[src/hbc_pkg.sv]
// Shared constants, types and codes of the equal-width histogram engine.
`timescale 1ns / 1ps
`default_nettype none
package hbc_pkg;

   localparam int BINS       = 64;
   localparam int BIN_IDX_W  = $clog2(BINS);
   localparam int NB_W       = $clog2(BINS + 1);
   localparam int COUNT_W    = 32;
   localparam int SAMPLE_W   = 32;
   localparam int BINS_CFG_W = 7;
   localparam int PROD_W     = SAMPLE_W + NB_W;
   localparam int STEP_W     = $clog2(PROD_W);
   localparam int CSR_IDX_W  = 2;

   typedef logic [0:0] op_type;
   localparam op_type OP_COUNT = 1'b0;
   localparam op_type OP_READ  = 1'b1;

   typedef logic [CSR_IDX_W-1:0] csr_idx_type;
   localparam csr_idx_type REG_LOWER_BOUND = 2'd0;
   localparam csr_idx_type REG_UPPER_BOUND = 2'd1;
   localparam csr_idx_type REG_BINS_IN_USE = 2'd2;

   localparam logic signed [SAMPLE_W-1:0] LOWER_RESET = SAMPLE_W'(0);
   localparam logic signed [SAMPLE_W-1:0] UPPER_RESET = SAMPLE_W'(255);
   localparam logic [BINS_CFG_W-1:0]      BINS_RESET  = BINS_CFG_W'(BINS);
   localparam logic [COUNT_W-1:0]         COUNT_MAX   = '1;

   typedef enum logic [2:0] {
      ST_IDLE,
      ST_CHECK,
      ST_MUL,
      ST_DIV,
      ST_CLAMP,
      ST_READ,
      ST_UPDATE,
      ST_DONE
   } state_type;

endpackage
`default_nettype wire

[src/hbc_ifs.sv]
// Valid/ready channel interfaces of the histogram engine: request, response, register write.
`timescale 1ns / 1ps
`default_nettype none
interface hbc_req_if import hbc_pkg::*; ();
   logic                       valid;
   logic                       ready;
   logic [0:0]                 operation;
   logic signed [SAMPLE_W-1:0] sample_value;
   logic [BIN_IDX_W-1:0]       read_bin;
   modport source (output valid, operation, sample_value, read_bin, input ready);
   modport sink   (input valid, operation, sample_value, read_bin, output ready);
endinterface

interface hbc_rsp_if import hbc_pkg::*; ();
   logic                 valid;
   logic                 ready;
   logic [BIN_IDX_W-1:0] bin_index;
   logic [COUNT_W-1:0]   bin_count;
   logic                 rejected;
   modport source (output valid, bin_index, bin_count, rejected, input ready);
   modport sink   (input valid, bin_index, bin_count, rejected, output ready);
endinterface

interface hbc_csr_if import hbc_pkg::*; ();
   logic                 valid;
   logic                 ready;
   logic [CSR_IDX_W-1:0] index;
   logic [SAMPLE_W-1:0]  data;
   modport source (output valid, index, data, input ready);
   modport sink   (input valid, index, data, output ready);
endinterface
`default_nettype wire

[src/histogram_binning_counter_unit.sv]
// Top level of the equal-width histogram engine: sequencer, shared divider and counter memory.
// A count word passes check, multiply, 39 restoring divider steps, clamp, counter read,
// update and output on its way to the response; a read word skips multiply, divider, clamp.
// Throughput: one word at a time; the 39-step shared restoring divider sets the count rate.
// The next request is taken while the previous response still waits in the output register.
// Reset (synchronous, active high) clears all counters through per-bin valid bits at once,
// restores the bound and bin registers to their reset values and empties the output.
`timescale 1ns / 1ps
`default_nettype none
module histogram_binning_counter_unit import hbc_pkg::*; (
   input wire logic  clock,
   input wire logic  reset,
   hbc_req_if.sink   req_port,
   hbc_rsp_if.source rsp_port,
   hbc_csr_if.sink   csr_port
);

   // Configuration registers.
   logic signed [SAMPLE_W-1:0] lower_ff, lower_in;
   logic signed [SAMPLE_W-1:0] upper_ff, upper_in;
   logic [BINS_CFG_W-1:0]      bins_cfg_ff, bins_cfg_in;

   // Sequencer and datapath registers.
   state_type                  state_ff, state_in;
   op_type                     op_ff, op_in;
   logic signed [SAMPLE_W-1:0] sample_ff, sample_in;
   logic [BIN_IDX_W-1:0]       read_bin_ff, read_bin_in;
   logic [NB_W-1:0]            nb_ff, nb_in;
   logic [SAMPLE_W-1:0]        diff_ff, diff_in;
   logic [SAMPLE_W-1:0]        range_ff, range_in;
   logic [PROD_W-1:0]          num_ff, num_in;
   logic [SAMPLE_W:0]          rem_ff, rem_in;
   logic [NB_W-1:0]            quot_ff, quot_in;
   logic [STEP_W-1:0]          step_ff, step_in;
   logic [BIN_IDX_W-1:0]       addr_ff, addr_in;
   logic                       reject_ff, reject_in;
   logic [COUNT_W-1:0]         result_ff, result_in;

   // Counter memory with per-bin valid bits; a bin that was never written reads as zero.
   logic [COUNT_W-1:0]         count_mem [BINS];
   logic [BINS-1:0]            bin_valid_ff;
   logic [COUNT_W-1:0]         rd_data_ff;
   logic                       rd_valid_ff;
   logic                       mem_we;
   logic [COUNT_W-1:0]         mem_wdata;

   // Output register.
   logic                       out_valid_ff, out_valid_in;
   logic [BIN_IDX_W-1:0]       out_index_ff, out_index_in;
   logic [COUNT_W-1:0]         out_count_ff, out_count_in;
   logic                       out_reject_ff, out_reject_in;

   // Combinational helpers.
   logic [NB_W-1:0]            nb_eff;
   logic signed [SAMPLE_W:0]   diff_wide;
   logic signed [SAMPLE_W:0]   range_wide;
   logic [SAMPLE_W:0]          rem_shift;
   logic                       rem_ge;
   logic [COUNT_W-1:0]         cur_count;
   logic                       req_take;

   assign req_port.ready = (state_ff == ST_IDLE);
   assign req_take       = req_port.valid && req_port.ready;
   assign csr_port.ready = 1'b1;

   assign rsp_port.valid     = out_valid_ff;
   assign rsp_port.bin_index = out_index_ff;
   assign rsp_port.bin_count = out_count_ff;
   assign rsp_port.rejected  = out_reject_ff;

   // A bin setting above the number of counters behaves as the full set.
   assign nb_eff = (bins_cfg_ff > BINS_CFG_W'(BINS)) ? NB_W'(BINS) : NB_W'(bins_cfg_ff);

   assign diff_wide  = {sample_ff[SAMPLE_W-1], sample_ff} - {lower_ff[SAMPLE_W-1], lower_ff};
   assign range_wide = {upper_ff[SAMPLE_W-1], upper_ff} - {lower_ff[SAMPLE_W-1], lower_ff};

   // One restoring divider step: the remainder stays below the range, so its low bits suffice.
   assign rem_shift = {rem_ff[SAMPLE_W-1:0], num_ff[PROD_W-1]};
   assign rem_ge    = (rem_shift >= {1'b0, range_ff});

   assign cur_count = rd_valid_ff ? rd_data_ff : '0;

   always_comb begin
      lower_in    = lower_ff;
      upper_in    = upper_ff;
      bins_cfg_in = bins_cfg_ff;
      if (csr_port.valid && csr_port.ready) begin
         unique case (csr_port.index)
            REG_LOWER_BOUND: lower_in    = csr_port.data;
            REG_UPPER_BOUND: upper_in    = csr_port.data;
            REG_BINS_IN_USE: bins_cfg_in = csr_port.data[BINS_CFG_W-1:0];
            default: ;
         endcase
      end
   end

   always_comb begin
      state_in      = state_ff;
      op_in         = op_ff;
      sample_in     = sample_ff;
      read_bin_in   = read_bin_ff;
      nb_in         = nb_ff;
      diff_in       = diff_ff;
      range_in      = range_ff;
      num_in        = num_ff;
      rem_in        = rem_ff;
      quot_in       = quot_ff;
      step_in       = step_ff;
      addr_in       = addr_ff;
      reject_in     = reject_ff;
      result_in     = result_ff;
      mem_we        = 1'b0;
      mem_wdata     = cur_count;
      out_index_in  = out_index_ff;
      out_count_in  = out_count_ff;
      out_reject_in = out_reject_ff;
      out_valid_in  = out_valid_ff && !rsp_port.ready;

      unique case (state_ff)
         ST_IDLE: begin
            if (req_take) begin
               op_in       = req_port.operation;
               sample_in   = req_port.sample_value;
               read_bin_in = req_port.read_bin;
               state_in    = ST_CHECK;
            end
         end
         ST_CHECK: begin
            nb_in    = nb_eff;
            diff_in  = diff_wide[SAMPLE_W-1:0];
            range_in = range_wide[SAMPLE_W-1:0];
            if (op_ff == OP_READ) begin
               addr_in   = read_bin_ff;
               reject_in = (NB_W'(read_bin_ff) >= nb_eff);
               state_in  = (NB_W'(read_bin_ff) >= nb_eff) ? ST_DONE : ST_READ;
            end else begin
               // Bad bounds, a sample outside the closed range or no bins: nothing counted.
               reject_in = (nb_eff == '0) || (upper_ff <= lower_ff) ||
                           (sample_ff < lower_ff) || (sample_ff > upper_ff);
               state_in  = reject_in ? ST_DONE : ST_MUL;
            end
         end
         ST_MUL: begin
            num_in   = PROD_W'(nb_ff) * PROD_W'(diff_ff);
            rem_in   = '0;
            quot_in  = '0;
            step_in  = '0;
            state_in = ST_DIV;
         end
         ST_DIV: begin
            // The quotient never exceeds the bin count, so only its low bits are kept.
            rem_in  = rem_ge ? (rem_shift - {1'b0, range_ff}) : rem_shift;
            quot_in = {quot_ff[NB_W-2:0], rem_ge};
            num_in  = {num_ff[PROD_W-2:0], 1'b0};
            step_in = step_ff + STEP_W'(1);
            if (step_ff == STEP_W'(PROD_W - 1)) begin
               state_in = ST_CLAMP;
            end
         end
         ST_CLAMP: begin
            // A sample equal to the upper bound lands in the last bin.
            addr_in  = (quot_ff >= nb_ff) ? BIN_IDX_W'(nb_ff - NB_W'(1))
                                          : BIN_IDX_W'(quot_ff);
            state_in = ST_READ;
         end
         ST_READ: begin
            state_in = ST_UPDATE;
         end
         ST_UPDATE: begin
            if (op_ff == OP_COUNT) begin
               mem_wdata = (cur_count == COUNT_MAX) ? cur_count : cur_count + COUNT_W'(1);
               mem_we    = 1'b1;
            end
            result_in = mem_wdata;
            state_in  = ST_DONE;
         end
         ST_DONE: begin
            if (!out_valid_ff || rsp_port.ready) begin
               out_valid_in  = 1'b1;
               out_reject_in = reject_ff;
               if (reject_ff) begin
                  out_count_in = '0;
                  out_index_in = (op_ff == OP_READ) ? read_bin_ff : '0;
               end else begin
                  out_count_in = result_ff;
                  out_index_in = addr_ff;
               end
               state_in = ST_IDLE;
            end
         end
         default: state_in = ST_IDLE;
      endcase
   end

   always_ff @(posedge clock) begin
      if (reset) begin
         state_ff     <= ST_IDLE;
         out_valid_ff <= 1'b0;
         lower_ff     <= LOWER_RESET;
         upper_ff     <= UPPER_RESET;
         bins_cfg_ff  <= BINS_RESET;
         bin_valid_ff <= '0;
      end else begin
         state_ff     <= state_in;
         out_valid_ff <= out_valid_in;
         lower_ff     <= lower_in;
         upper_ff     <= upper_in;
         bins_cfg_ff  <= bins_cfg_in;
         if (mem_we) begin
            bin_valid_ff[addr_ff] <= 1'b1;
         end
      end
   end

   always_ff @(posedge clock) begin
      op_ff         <= op_in;
      sample_ff     <= sample_in;
      read_bin_ff   <= read_bin_in;
      nb_ff         <= nb_in;
      diff_ff       <= diff_in;
      range_ff      <= range_in;
      num_ff        <= num_in;
      rem_ff        <= rem_in;
      quot_ff       <= quot_in;
      step_ff       <= step_in;
      addr_ff       <= addr_in;
      reject_ff     <= reject_in;
      result_ff     <= result_in;
      out_index_ff  <= out_index_in;
      out_count_ff  <= out_count_in;
      out_reject_ff <= out_reject_in;
   end

   // Counter memory: one write port, one registered read port.
   always_ff @(posedge clock) begin
      if (mem_we) begin
         count_mem[addr_ff] <= mem_wdata;
      end
      rd_data_ff  <= count_mem[addr_ff];
      rd_valid_ff <= bin_valid_ff[addr_ff];
   end

endmodule
`default_nettype wire
[src/flat_wrapper.sv]
// flat-port wrapper written by rule: the top's interface ports become plain ports
module histogram_binning_counter_unit_flat import hbc_pkg::*;
  (clock, reset, req_port_valid, req_port_operation, req_port_sample_value, req_port_read_bin, req_port_ready, rsp_port_valid, rsp_port_bin_index, rsp_port_bin_count, rsp_port_rejected, rsp_port_ready, csr_port_valid, csr_port_index, csr_port_data, csr_port_ready);
  hbc_req_if req_port_i ();
  hbc_rsp_if rsp_port_i ();
  hbc_csr_if csr_port_i ();
  input wire logic clock;
  input wire logic reset;
  input wire logic [$bits(req_port_i.valid)-1:0] req_port_valid;
  input wire logic [$bits(req_port_i.operation)-1:0] req_port_operation;
  input wire logic [$bits(req_port_i.sample_value)-1:0] req_port_sample_value;
  input wire logic [$bits(req_port_i.read_bin)-1:0] req_port_read_bin;
  output wire logic [$bits(req_port_i.ready)-1:0] req_port_ready;
  output wire logic [$bits(rsp_port_i.valid)-1:0] rsp_port_valid;
  output wire logic [$bits(rsp_port_i.bin_index)-1:0] rsp_port_bin_index;
  output wire logic [$bits(rsp_port_i.bin_count)-1:0] rsp_port_bin_count;
  output wire logic [$bits(rsp_port_i.rejected)-1:0] rsp_port_rejected;
  input wire logic [$bits(rsp_port_i.ready)-1:0] rsp_port_ready;
  input wire logic [$bits(csr_port_i.valid)-1:0] csr_port_valid;
  input wire logic [$bits(csr_port_i.index)-1:0] csr_port_index;
  input wire logic [$bits(csr_port_i.data)-1:0] csr_port_data;
  output wire logic [$bits(csr_port_i.ready)-1:0] csr_port_ready;
  assign req_port_i.valid = req_port_valid;
  assign req_port_i.operation = req_port_operation;
  assign req_port_i.sample_value = req_port_sample_value;
  assign req_port_i.read_bin = req_port_read_bin;
  assign req_port_ready = req_port_i.ready;
  assign rsp_port_valid = rsp_port_i.valid;
  assign rsp_port_bin_index = rsp_port_i.bin_index;
  assign rsp_port_bin_count = rsp_port_i.bin_count;
  assign rsp_port_rejected = rsp_port_i.rejected;
  assign rsp_port_i.ready = rsp_port_ready;
  assign csr_port_i.valid = csr_port_valid;
  assign csr_port_i.index = csr_port_index;
  assign csr_port_i.data = csr_port_data;
  assign csr_port_ready = csr_port_i.ready;
  histogram_binning_counter_unit u_core (.clock(clock), .reset(reset), .req_port(req_port_i), .rsp_port(rsp_port_i), .csr_port(csr_port_i));
endmodule
[config.mk]
export PLATFORM = sky130hd
export DESIGN_NAME = histogram_binning_counter_unit_flat
export DESIGN_NICKNAME = d
export VERILOG_FILES = /design/src/hbc_pkg.sv /design/src/hbc_ifs.sv /design/src/histogram_binning_counter_unit.sv /design/src/flat_wrapper.sv
export SDC_FILE = /design/constraint.sdc
export NUM_CORES = 2
export LEC_CHECK = 0
export ABC_AREA = 1
export BUFFER_PORTS_ARGS = -buffer_cell sky130_fd_sc_hd__buf_4
export CAP_MARGIN = 30
export CORE_MARGIN = 3
export CORE_UTILIZATION = 30
export CTS_CLUSTER_DIAMETER = 120
export DETAILED_ROUTE_END_ITERATION = 16
export PLACE_DENSITY = 0.47
export SYNTH_ARGS = -nofsm -noshare
export SYNTH_HDL_FRONTEND = slang
export SYNTH_SLANG_ARGS = --single-unit
[constraint.sdc]
create_clock -name clock -period 7.45 [get_ports clock]
set_input_delay 0.3725 -clock clock [delete_from_list [all_inputs] [get_ports clock]]
set_output_delay 0.3725 -clock clock [all_outputs]
set_load 0.02 [all_outputs]
==> impl_metrics.ini <==
[timing]
hold_violations = 0
finalMaxSlewViolations = 0
timing.hold.ws_ns = 0.0978
finalClockSkew_ns = 0.128
post-route-period-util_pct = 77.9
max-slew-margin-rel_pct = 27.2
totalNegativeSetupSlack_ns = 0
worst_pin_slew_ns = 1.08
final.setup.worst_slack_ns = 1.64
minimum_clock_period_ns = 5.81
final-setup-viol-count = 0
achievable-frequency_mhz = 172
grt_setup_unrepaired = false

[grt]
leftover_overflow_at_the_end_of_global_routing = 0
grtUsageTotal_pct = 20.0
grt_max_degree = 87
grt_antenna_before_repair = 28
grt_pass1_vias = 70800
grt_pass1_wl_um = 530000

[worst_hold_path]
hold_path.startpoint = csr_port_valid
holdCritPathClass = input pin to register

[setup_path]
r2r-start = u_core.nb_ff[1]$_DFFE_PP_
crit_path_top_delay_cell = edfxtp_1
slowest_delay_ns = 0.93
required_ns = 7.95
crit_path_cell_trace = buf_4, nand2_1, fa_1, inv_1, fa_1, fa_1, inv_1, fa_1, inv_1, ha_1, nand2_1, nor2_1, inv_1, nor2_1, and3_1, o21ai_0, nand4_1, a31oi_1
cp.arrival_ns = 6.31
critical-path-top-delay-family = adder cells
timing.critical_path.from = u_core.nb_ff[1]$_DFFE_PP_
critPathLaunchType = register
cp_num_buf_inv = 5
setup.worst_path.end_class = register
path_class = register to register
crit_path_max_fanout = 22

[synth]
ys_seq_elements = 2492
synth_top_area_cell = edfxtp_1
yosys_warnings = 0
synth-seq-area-share_pct = 68.1
cell_count_after_synthesis = 8910
synthTopCellsByArea = edfxtp_1, nand2_1, dfxtp_1
synth_top_cells_by_count = edfxtp_1, nand2_1, inv_1, nor2_1, a22oi_1
synth.distinct_cells = 59
number_of_enable_flip_flop_cells_after_synthesis = 2320
synth-async-reset-ratio_pct = 0
postSynthAreaPerCell_um2 = 12.0
synthMostInstantiatedCell = edfxtp_1
syn-num-nets = 9342
yosys.area.top_type_share_pct = 64.9
synth.cell_area_um2 = 107000
ys_dominant_reg_cell = edfxtp_1

[job]
drv_cap = 0

[floorplan]
die-height_um = 604
floorplan.io_pins = 120
core_area_um2 = 354000
die-area_um2 = 365000
start_util_pct = 30.3
die_width_um = 604
std_cell_rows = 218

[route]
detail_route.wl_per_cell_um = 26.4
detail-route-antenna-nets = 0
drt_pre_antenna_iters = 7
via_per_inst = 5.09
route.vias.total = 72400
sum_of_routed_wire_length_over_all_layers_um = 375000
drcViolationCount = 0
detail_route.iter0.violations = 7790

[clock_network]
post-cts-setup-buffer-count = 0
postCtsResizedCells = 0
numClockSinks = 2492
cts-root-to-sink-buffers = 4
clkTransAtPathRegs_ns = 0.06
tritoncts = done
worstSkewPairLatency_ns = 0.92
cts_buffers = 283
cts-htree-levels = 5
clockRootBuffer = clkbuf_16

[place]
preCtsSetupSlack_ns = 1.73
routabilityCongestion = 0.861
place_hpwl_um = 234000
io_buffers = 118

[layout]
drive_above_1_share_pct = 9.79
fill_cells = 34400
design.final.nets = 9689
synthToLayoutAreaGrowth_pct = 17.5

[power_and_ir_drop]
power.density_cell_area_nw_per_um2 = 379
leakage_nw = 49.0
worst_ir_drop_vdd_uv = 474

[outcome]
status = finished clean
[cell usage in the layout, fill, tap and decap left out, types with 69 or more instances in the layout]
master	n
a21oi_1	297
a221oi_1	153
a22oi_1	312
buf_4	303
clkbuf_16	291
dfxtp_1	171
dlygate4sd3_1	75
edfxtp_1	2320
fa_1	152
ha_1	202
inv_1	861
nand2_1	2196
nand3_1	169
nand4_1	270
nor2_1	523
nor2_4	69
o21ai_0	237
xor2_1	91
[worst reg2reg max path, stage by stage, from the launching register on]
cell,delay [ns]
edfxtp_1,0.93
buf_4,0.35
nand2_1,0.11
fa_1,0.54
inv_1,0.05
fa_1,0.48
fa_1,0.54
inv_1,0.06
fa_1,0.49
inv_1,0.05
ha_1,0.38
nand2_1,0.12
nor2_1,0.18
inv_1,0.08
nor2_1,0.23
and3_1,0.26
o21ai_0,0.30
nand4_1,0.19
a31oi_1,0.11
[final cells by class]
| class | count | area (um^2) | share of cell area, % |
|---|---|---|---|
| flip-flops and latches | 2492 | 73100 | 58.0 |
| multi-input cells | 5183 | 30400 | 24.1 |
| clock buffers | 367 | 7740 | 6.14 |
| well taps | 4730 | 5920 | 4.69 |
| repair buffers | 417 | 3870 | 3.07 |
| inverters | 880 | 3370 | 2.67 |
| clock inverters | 139 | 1690 | 1.34 |
| diodes | 11 | 27.5 | 0.0218 |
[registers in the layout (all words and copies together), names as in the netlist, 32 cells and up]
register,flops
u_core.result_ff,32
u_core.rem_ff,32
u_core.diff_ff,32
u_core.bin_valid_ff,64
u_core.count_mem,2048
u_core.lower_ff,32
u_core.num_ff,39
u_core.rsp_port.bin_count,32
u_core.upper_ff,32
u_core.range_ff,32
u_core.sample_ff,32
u_core.rd_data_ff,32
[stage by stage]
step                utilization, %  area (um^2)  power (W)  instances
global route                  35.6       126000     0.0507      14200
detailed placement            32.7       116000     0.0338      13600
floorplan                        -       107000     0.0277       8910
global placement              32.5       115000     0.0340      13600
CTS                           35.6       126000     0.0482      14200
finish                        35.6       126000     0.0478      14200
[where the power goes]
| group | internal [W] | switching, W | leakage, nW |
|---|---|---|---|
| Clock | 0.00827 | 0.00588 | 4.57 |
| Combinational | 0.00533 | 0.0117 | 18.2 |
| Sequential | 0.0161 | 0.000499 | 26.3 |
| Total | 0.0297 | 0.0181 | 49.0 |
[path summary, 6_finish.rpt]
| kind | endpoint | slack (ns) | cells past startpoint |
|---|---|---|---|
| max reg2reg | u_core.num_ff[36]$_DFFE_PP_ | 1.64 | 18 |
| min | u_core.lower_ff[0]$_SDFFE_PP0P_ | 0.1 | 5 |
| max | u_core.num_ff[36]$_DFFE_PP_ | 1.64 | 18 |
| min reg2reg | u_core.bin_valid_ff[40]$_SDFFE_PP0P_ | 0.47 | 2 |
[kinds of logic (layout without fill, tap and decap cells)]
kind of cell / Yosys count / count (layout) / share of synthesized area [%]
fa+ha+maj: 354 / 354 / 5.19
simple gates: 3369 / 3369 / 13.0
other cells: 1 / 12 / 0.00350
compound gates: 1329 / 1329 / 8.17
buf+inv: 1235 / 1803 / 4.45
xor+xnor: 130 / 130 / 1.06
flops: 2492 / 2492 / 68.1
[metal layers]
metal  GRT usage [%]  wire (um)
met3            2.92      25800
met2            31.6     170000
met4            4.32       8250
met5               0         27
met1            29.2     171000
[timing repair]
| action | CTS | global route |
|---|---|---|
| setup endpoints to repair | 0 | 0 |
| hold buffers | 75 | 0 |
| hold endpoints to repair | 128 | 0 |
No activity file was read; power rests on OpenSTA's default activity.
